==> config.mk <==
export PLATFORM = sky130hd
export DESIGN_NAME = tzpr_ctrl
export DESIGN_NICKNAME = d
export VERILOG_FILES = /design/src/hdl/tzpr_pkg.sv /design/src/hdl/tzpr_ctrl.sv
export SDC_FILE = /design/constraint.sdc
export NUM_CORES = 1
export LEC_CHECK = 0
export ABC_AREA = 1
export BUFFER_PORTS_ARGS = -buffer_cell sky130_fd_sc_hd__buf_2
export CAP_MARGIN = 20
export CORE_UTILIZATION = 47
export CTS_CLUSTER_DIAMETER = 200
export DETAILED_ROUTE_END_ITERATION = 8
export PLACE_DENSITY = 0.74
export REMOVE_ABC_BUFFERS = 1
export SYNTH_ARGS = -nofsm -noshare
export SYNTH_HDL_FRONTEND = slang
export SYNTH_SLANG_ARGS = --single-unit
export TNS_END_PERCENT = 5
==> constraint.sdc <==
create_clock -name clk -period 1.4 [get_ports clk]
set_input_delay 0.28 -clock clk [delete_from_list [all_inputs] [get_ports clk]]
set_output_delay 0.28 -clock clk [all_outputs]
set_load 0.05 [all_outputs]
==> src/hdl/tzpr_pkg.sv <==
// Shared types, constants and helper functions for the zone-to-point-rays block.
// Used by the channel interfaces, the controller, the datapath and the top level.
package tzpr_pkg;

  localparam int GRID_SIDE_DEF = 8;

  localparam int CNT_W      = 4;   // zone row / column counters
  localparam int SUB_W      = 4;   // sub_ray_count register
  localparam int NM1_W      = 3;   // clamped sub-ray count minus one
  localparam int MAX_SUB    = 8;
  localparam int FOV_W      = 18;
  localparam int RANGE_W    = 16;
  localparam int POS_W      = 24;
  localparam int PT_W       = 17;
  localparam int CFG_IDX_W  = 3;
  localparam int CFG_DATA_W = 24;

  localparam int SQ_W       = 35;  // x^2 + y^2 + z^2
  localparam int SQRT_STEPS = 18;
  localparam int CW         = 34;  // CORDIC / product word, Q4.30
  localparam int CORDIC_STEPS = 20;
  localparam int Q_FRAC     = 30;
  localparam int HALF_Q30   = 1 << 29;
  localparam int ANG_SHIFT  = 14;
  localparam int STEP_W     = 5;

  localparam logic [FOV_W-1:0]       FOV_LIMIT   = 18'h30000;
  localparam logic signed [CW-1:0]   CORDIC_GAIN = 34'sd652032874;

  // Operand select codes for the shared multiplier.
  localparam logic [STEP_W-1:0] SQ_X   = 5'd0;
  localparam logic [STEP_W-1:0] SQ_Y   = 5'd1;
  localparam logic [STEP_W-1:0] SQ_Z   = 5'd2;
  localparam logic [STEP_W-1:0] SQ_MIN = 5'd3;
  localparam logic [STEP_W-1:0] SQ_MAX = 5'd4;

  localparam logic [STEP_W-1:0] MUL_ALONG = 5'd0;
  localparam logic [STEP_W-1:0] MUL_LEFT  = 5'd1;
  localparam logic [STEP_W-1:0] MUL_UP    = 5'd2;
  localparam logic [STEP_W-1:0] MUL_PL    = 5'd3;
  localparam logic [STEP_W-1:0] MUL_PA    = 5'd4;

  typedef enum logic [CFG_IDX_W-1:0] {
    CFG_SUB_RAY_COUNT = 3'd0,
    CFG_FIELD_OF_VIEW = 3'd1,
    CFG_MINIMUM_RANGE = 3'd2,
    CFG_MAXIMUM_RANGE = 3'd3,
    CFG_SENSOR_X      = 3'd4,
    CFG_SENSOR_Y      = 3'd5,
    CFG_SENSOR_Z      = 3'd6,
    CFG_LOOKS_UP      = 3'd7
  } cfg_idx_t;

  typedef enum logic [3:0] {
    ST_IDLE,
    ST_SQ,
    ST_SQRT,
    ST_VDIV,
    ST_VCOR,
    ST_HDIV,
    ST_HCOR,
    ST_MUL,
    ST_FMT,
    ST_OUT
  } ctl_state_t;

  typedef enum logic [3:0] {
    OP_IDLE,
    OP_LOAD,
    OP_SQ,
    OP_SQRT,
    OP_DIV,
    OP_COR,
    OP_MUL,
    OP_OUT
  } dp_op_t;

  typedef struct packed {
    dp_op_t            op;
    logic [STEP_W-1:0] step;
    logic              vert;
    logic [NM1_W-1:0]  sub_row;
    logic [NM1_W-1:0]  sub_col;
    logic              last;
  } dp_cmd_t;

  typedef struct packed {
    logic             emit;
    logic [NM1_W-1:0] n_m1;
  } dp_status_t;

  // Dividend width and iteration count of the angle divider.
  function automatic int div_steps(input int zones);
    return FOV_W + $clog2(8 * zones) + 1;
  endfunction

  function automatic logic signed [CW-1:0] atan_q30(input logic [STEP_W-1:0] i);
    logic signed [CW-1:0] v;
    case (i)
      5'd0:  v = 34'sd843314856;
      5'd1:  v = 34'sd497837829;
      5'd2:  v = 34'sd263043836;
      5'd3:  v = 34'sd133525158;
      5'd4:  v = 34'sd67021686;
      5'd5:  v = 34'sd33543515;
      5'd6:  v = 34'sd16775850;
      5'd7:  v = 34'sd8388437;
      5'd8:  v = 34'sd4194282;
      5'd9:  v = 34'sd2097149;
      5'd10: v = 34'sd1048575;
      5'd11: v = 34'sd524287;
      5'd12: v = 34'sd262143;
      5'd13: v = 34'sd131071;
      5'd14: v = 34'sd65535;
      5'd15: v = 34'sd32767;
      5'd16: v = 34'sd16383;
      5'd17: v = 34'sd8191;
      5'd18: v = 34'sd4095;
      5'd19: v = 34'sd2047;
      default: v = '0;
    endcase
    return v;
  endfunction

  function automatic logic signed [POS_W-1:0] sat24(input logic signed [CW:0] v);
    logic signed [CW:0] hi;
    logic signed [CW:0] lo;
    hi = 35'sd8388607;
    lo = -35'sd8388608;
    if (v > hi) begin
      return 24'sh7FFFFF;
    end else if (v < lo) begin
      return 24'sh800000;
    end
    return v[POS_W-1:0];
  endfunction

endpackage

==> src/hdl/tzpr_ctrl.sv <==
// Sequencer for the zone-to-point-rays block: steps the datapath through
// squares, square root, angle divide, CORDIC and products. Uses tzpr_pkg.
module tzpr_ctrl #(
  parameter int GRID_SIDE = tzpr_pkg::GRID_SIDE_DEF
) (
  input  logic                 clk,
  input  logic                 rst_n,
  input  logic                 in_valid,
  output logic                 in_ready,
  output logic                 out_valid,
  input  logic                 out_ready,
  input  tzpr_pkg::dp_status_t status,
  output tzpr_pkg::dp_cmd_t    cmd
);
  import tzpr_pkg::*;

  localparam logic [STEP_W-1:0] DIV_LAST = STEP_W'(div_steps(GRID_SIDE));
  localparam logic [STEP_W-1:0] SQRT_LAST = STEP_W'(SQRT_STEPS);
  localparam logic [STEP_W-1:0] COR_LAST = STEP_W'(CORDIC_STEPS);

  ctl_state_t        state_r, state_nxt;
  logic [STEP_W-1:0] cnt_r, cnt_nxt;
  logic [NM1_W-1:0]  sr_r, sr_nxt;
  logic [NM1_W-1:0]  sc_r, sc_nxt;

  always_comb begin
    state_nxt = state_r;
    sr_nxt    = sr_r;
    sc_nxt    = sc_r;
    case (state_r)
      ST_IDLE: begin
        if (in_valid) state_nxt = ST_SQ;
      end
      ST_SQ: begin
        if (cnt_r == SQ_MAX) begin
          sr_nxt    = '0;
          sc_nxt    = '0;
          state_nxt = status.emit ? ST_SQRT : ST_IDLE;
        end
      end
      ST_SQRT: if (cnt_r == SQRT_LAST) state_nxt = ST_VDIV;
      ST_VDIV: if (cnt_r == DIV_LAST) state_nxt = ST_VCOR;
      ST_VCOR: if (cnt_r == COR_LAST) state_nxt = ST_HDIV;
      ST_HDIV: if (cnt_r == DIV_LAST) state_nxt = ST_HCOR;
      ST_HCOR: if (cnt_r == COR_LAST) state_nxt = ST_MUL;
      ST_MUL:  if (cnt_r == MUL_PA) state_nxt = ST_FMT;
      ST_FMT:  state_nxt = ST_OUT;
      ST_OUT: begin
        if (out_ready) begin
          if (sc_r != status.n_m1) begin
            sc_nxt    = sc_r + 1'b1;
            state_nxt = ST_HDIV;
          end else if (sr_r != status.n_m1) begin
            sc_nxt    = '0;
            sr_nxt    = sr_r + 1'b1;
            state_nxt = ST_VDIV;
          end else begin
            state_nxt = ST_IDLE;
          end
        end
      end
      default: state_nxt = ST_IDLE;
    endcase
    cnt_nxt = (state_nxt != state_r) ? '0 : cnt_r + 1'b1;
  end

  always_comb begin
    in_ready     = (state_r == ST_IDLE);
    out_valid    = (state_r == ST_OUT);
    cmd.op       = OP_IDLE;
    cmd.step     = cnt_r;
    cmd.vert     = 1'b0;
    cmd.sub_row  = sr_r;
    cmd.sub_col  = sc_r;
    cmd.last     = (sr_r == status.n_m1) && (sc_r == status.n_m1);
    case (state_r)
      ST_IDLE: cmd.op = in_valid ? OP_LOAD : OP_IDLE;
      ST_SQ:   cmd.op = OP_SQ;
      ST_SQRT: cmd.op = OP_SQRT;
      ST_VDIV: begin
        cmd.op   = OP_DIV;
        cmd.vert = 1'b1;
      end
      ST_VCOR: begin
        cmd.op   = OP_COR;
        cmd.vert = 1'b1;
      end
      ST_HDIV: cmd.op = OP_DIV;
      ST_HCOR: cmd.op = OP_COR;
      ST_MUL:  cmd.op = OP_MUL;
      ST_FMT:  cmd.op = OP_OUT;
      default: cmd.op = OP_IDLE;
    endcase
  end

  always_ff @(posedge clk) begin
    if (!rst_n) begin
      state_r <= ST_IDLE;
      cnt_r   <= '0;
      sr_r    <= '0;
      sc_r    <= '0;
    end else begin
      state_r <= state_nxt;
      cnt_r   <= cnt_nxt;
      sr_r    <= sr_nxt;
      sc_r    <= sc_nxt;
    end
  end

`ifndef SYNTHESIS
  a_no_overlap: assert property (@(posedge clk) disable iff (!rst_n)
    in_ready |-> !out_valid) else $error("input taken while result pending");
  a_load: assert property (@(posedge clk) disable iff (!rst_n)
    (in_valid && in_ready) |=> (state_r == ST_SQ && cnt_r == '0))
    else $error("transfer did not start squares");
  a_sub_bounds: assert property (@(posedge clk) disable iff (!rst_n)
    (state_r == ST_OUT) |-> (sr_r <= status.n_m1 && sc_r <= status.n_m1))
    else $error("sub-ray index out of range");
  a_zone_done: assert property (@(posedge clk) disable iff (!rst_n)
    (out_valid && out_ready && cmd.last) |=> (state_r == ST_IDLE))
    else $error("zone did not finish after last point");
`endif

endmodule

Word level (Yosys, flattened, before mapping)

Cells that the tools add are included.

Add/sub/neg operators: 3
Equality and inequality tests: 23
Muxes and demuxes: 25
Bitwise gates (word level): 1
Reduce and logical (&&, ||, !) cells: 9

Operators by type and width:

| kind                | count |
|---|---|
| $pmux 4 s10         | 1 |
| $mux 4              | 9 |
| $mux 3              | 8 |
| $pmux 3 s7          | 1 |
| $eq 4x3->1 const B  | 4 |
| $eq 5x5->1 const B  | 3 |
| $pmux 3 s2          | 2 |
| $eq 4x2->1 const B  | 2 |
| $eq 4x4->1 const B  | 2 |
| $reduce_or 2->1     | 4 |
| $add 3x1->3 const B | 2 |
| $eq 3x3->1          | 2 |
| $ne 3x3->1          | 2 |
| $add 5x1->5 const B | 1 |
| $eq 5x3->1 const B  | 1 |
| $reduce_and 5->1    | 1 |
| $eq 4x1->1 const B  | 1 |
| $logic_not 4->1     | 1 |
| $mux 2              | 2 |
| $ne 2x1->1 const B  | 2 |
| $ne 2x2->1 const B  | 2 |
| $ne 4x4->1          | 1 |
| $reduce_and 4->1    | 1 |
| $ne 3x1->1 const B  | 1 |
| 4 further kinds     | 5 |

Register bits after elaboration: 15
Output and inout bits: 19
Logic and storage cells: 65

Longest topological paths before layout

Word-level depth: 7
Mapped depth: 13
Mapped depth without buffers: 13

Worst setup path before layout

OpenSTA, ideal clock, no wires.

Kind: register to output
Start point: reg state_r[3]
End point: out cmd[13] (netlist bit)
Arrival time: 2.190 ns
Required time: 1.120 ns
Path slack: -1.070 ns
Stages on the path, launching flop included: 6
Cells stage by stage: dfxtp_1 -> inv_1 -> nand2_1 -> nor3_1 -> nand2_1 -> nand3b_1

RTL lines:

| element                  | RTL line         | source |
|---|---|---|
| start: declaration       | tzpr_ctrl.sv:21  | `ctl_state_t state_r, state_nxt;` |
| start signal: assignment | tzpr_ctrl.sv:103 | `state_r <= state_nxt;` |
| end: declaration         | tzpr_ctrl.sv:13  | `output tzpr_pkg::dp_cmd_t cmd` |

==> results <==
- The die covers 0.00261 mm^2.
- The clock tree from TritonCTS is yes.
- For this run, the total global-route usage over all layers was measured as 0.268.
- Counting I/O delays and the setup requirement, the final critical path takes 1630 ps.
- In this run the worst path has a maximum fanout of 4.
- The number of buffers on the longest clock path is 2.
- CTS built an H-tree with a depth of 1.
- The commonest cells after synthesis are sky130_fd_sc_hd__nand2_1 (35), sky130_fd_sc_hd__nor2_1 (25), sky130_fd_sc_hd__inv_1 (23).
- From synthesis to final layout, the design area changed by 55.5%.
- The critical path is of the flip-flop to primary output type.
- Summed over all layers, the global routing overflow is 0.
- In this run the remaining antenna-violating nets after routing total 0.
- The violation count after the first detailed-route iteration is 29.
- The worst slack at placement is -174 ps.
- After detailed routing, the number of vias per cell comes to 5.12.
- Of the available clock period, the critical path in the final layout requires 1.16.
- For this run, the top clock speed supported by timing is 0.615 GHz.
- The most frequently used flop master after synthesis is sky130_fd_sc_hd__dfxtp_1.
- The post-route cell area is 0.00176 mm^2.
- For the worst setup path, the data arrival time is 1350 ps.
- The checks that failed: setup timing.
- The worst setup path is launched from a flip-flop.
- The detailed router placed 1336 vias in this run.
- The number of global-route vias before repair came to 1202.
- Entering global routing, the biggest net connects 9 pins.
- Counting the fill cells in the layout gives 157.
- 0 antenna diodes ended up in the layout.
- The clock sink total is 15.
- The most common cell in the synthesized netlist is sky130_fd_sc_hd__nand2_1.
- After detailed placement, the total cell area comes to 0.00150 mm^2.
- The global placer's final weighted congestion is 0.837.
- The total wire length is 3370 um.
- Synthesis instantiated 24 different standard cells from the library.
- The net count of the finished layout is 248.
- The first global-routing pass estimated 5220 um of wire.
- The clock latency on the worst-skew pair is 290 ps.
- The worst setup path is captured at a primary output.
- Between clock sinks in the finished design, the worst skew comes to 11.8 ps.
- The number of max-capacitance violations reported is 0.
- After technology mapping, the gate count stands at 176.
- Yosys attributes the largest share of cell area to sky130_fd_sc_hd__dfxtp_1 (26%), sky130_fd_sc_hd__nand2_1 (12%), sky130_fd_sc_hd__nor2_1 (8.3%), sky130_fd_sc_hd__inv_1 (7.6%), sky130_fd_sc_hd__nand3_1 (7.5%).
- The placement row count is 17.
- Clock tree synthesis selected as its root buffer the cell sky130_fd_sc_hd__clkbuf_4.
- The final routed DRC violation total is 0.
- After legalization and detailed placement, the total HPWL measured 2480 um.
- The placed cell count is 256.
- After floorplanning, the core was sized to cover 0.00223 mm^2.
- The Yosys step of the flow raised 0 warnings.
- The number of enable-type register cells in the synthesized netlist is 0.
- Setup violations remaining at the end of the flow were counted as 20.
- In the final routed layout, each cell accounts on average for 12.9 um.
- The register bit total from synthesis is 15.
- The count of endpoints failing hold in the final timing report is 0.
- The initial standard-cell utilization of the core is 0.508.
- The max-slew violation total from the final report came to 0.
- The leakage power summed over all cells is 0.874 nW.
- The biggest area consumer among synthesized cells is sky130_fd_sc_hd__dfxtp_1.
- The part of the Yosys area used for sequential elements is 0.265.
- The vertical die dimension is 51.1 um.
- The area share of the largest cell type after synthesis is 0.265.
- The horizontal die dimension is 51.1 um.
- STA puts the critical path data required time at 1120 ps.
- The total power density per cell area is 547 mW/mm^2.
- The worst-case IR drop observed on VDD is 0.620 mV.
- The iteration count of the initial detailed-routing pass is 4.
- The number of input and output port buffers inserted is 25.
- For this run, the number of standard cells in the final layout without fillers is 261.
- The post-synthesis instance area is 0.00113 mm^2.
- Setup repair after global routing could not meet its margin everywhere.
- The number of antenna violations at the first check in global routing is 0.
- After synthesis, the share of flip-flops with an asynchronous set or reset is 0.
- Buffers inserted during clock tree synthesis total 3.
- A synthesized cell averages 6.44 um^2.
- The I/O pin total is 27.
- The min-delay analysis places its worst path in the category primary input to flip-flop.
- The clock slew seen by the registers of the worst setup and hold paths is 90 ps.
- The run finished, with violations left.
- Of the cells placed in the final design, the portion with a size suffix greater than 1 is 0.485.
- The final worst slack is -227 ps.
layer usage:
| layer | GRT usage | routed length [um] | vias to the layer above |
|---|---|---|---|
| li1 | - | - | 674 |
| met1 | 0.307 | 1430 | 615 |
| met2 | 0.482 | 1770 | 38 |
| met3 | 0.0327 | 99 | 9 |
| met4 | 0.134 | 64 | 0 |
| met5 | 0 | 0 | - |
timing repair:
item | 4_1_cts | 5_1_grt
buffers inserted | 0 | 1
pin swaps | 6 | 13
setup endpoints to repair | 22 | 23
hold buffers | 0 | 0
hold endpoints to repair | 0 | 0
resized for setup | 45 | 26
worst max-delay path, cell delays in order (launching register included):
cell and delay [ps]:
sky130_fd_sc_hd__dfxtp_2 350, sky130_fd_sc_hd__buf_4 150, sky130_fd_sc_hd__nor2_1 90, sky130_fd_sc_hd__nand2_1 100
sky130_fd_sc_hd__buf_4 160, sky130_fd_sc_hd__nand3_2 80, sky130_fd_sc_hd__buf_8 140
registers in the layout, indices dropped and copies added, names as in the netlist:
name     flops
cnt_r        5
sc_r         3
sr_r         3
state_r      4
per-stage QoR:
step                power [mW]  setup TNS, ps   util  hold slack (ps)
floorplan                0.599          -7370      -              418
global placement         0.675           -890  0.670              500
detailed placement       0.681          -1890  0.670              506
CTS                      0.942          -2810  0.743              258
global route             0.997          -4470  0.789              273
finish                   0.964          -2760  0.789              258
cells by family after synthesis:
family | after synthesis | synth area share
AND/OR/NAND/NOR | 99 | 0.406
buffers and inverters | 27 | 0.0927
AO/OA/AOI/OAI | 17 | 0.0817
flip-flops | 15 | 0.265
XOR/XNOR | 11 | 0.0850
adder cells (fa/ha/maj) | 6 | 0.0662
other | 1 | 0.00331
path summary, 6_finish.rpt:
path | start | endpoint | slack, ps | cells past startpoint
max | state_r[3]$_SDFF_PN0_ | cmd[14] | -230 | 6
min | status[3] | state_r[1]$_SDFF_PN0_ | 260 | 3
max reg2reg | cnt_r[0]$_SDFF_PP0_ | cnt_r[0]$_SDFF_PP0_ | -160 | 11
min reg2reg | sr_r[0]$_SDFFE_PN0P_ | sr_r[0]$_SDFFE_PN0P_ | 480 | 1
area by class of cell:
cell class	count	area, um^2	area share
Clock buffer	4	26.3	0.0149
Timing Repair Buffer	54	403	0.229
Sequential cell	15	324	0.184
Inverter	26	100	0.0568
Multi-Input combinational cell	134	875	0.496
Tap cell	28	35.0	0.0199
power breakdown:
group / internal (mW) / switching, mW
registers: 0.431 / 0.0116
clock network: 0.111 / 0.141
logic: 0.109 / 0.161
total: 0.650 / 0.314
cells in the final DEF (no fill, tap or decap), drive strengths merged:
cell / count
nand4: 1
o2111ai: 1
clkbuf: 5
xnor2: 7
nand2: 41
o211ai: 1
nor3: 3
a31oi: 1
o21ai: 3
nand3b: 2
dfxtp: 15
xor2: 4
clkinv: 1
a21oi: 11
conb: 1
nor2: 34
buf: 53
ha: 6
nand3: 18
inv: 25
(Power assumes the default switching activity.)
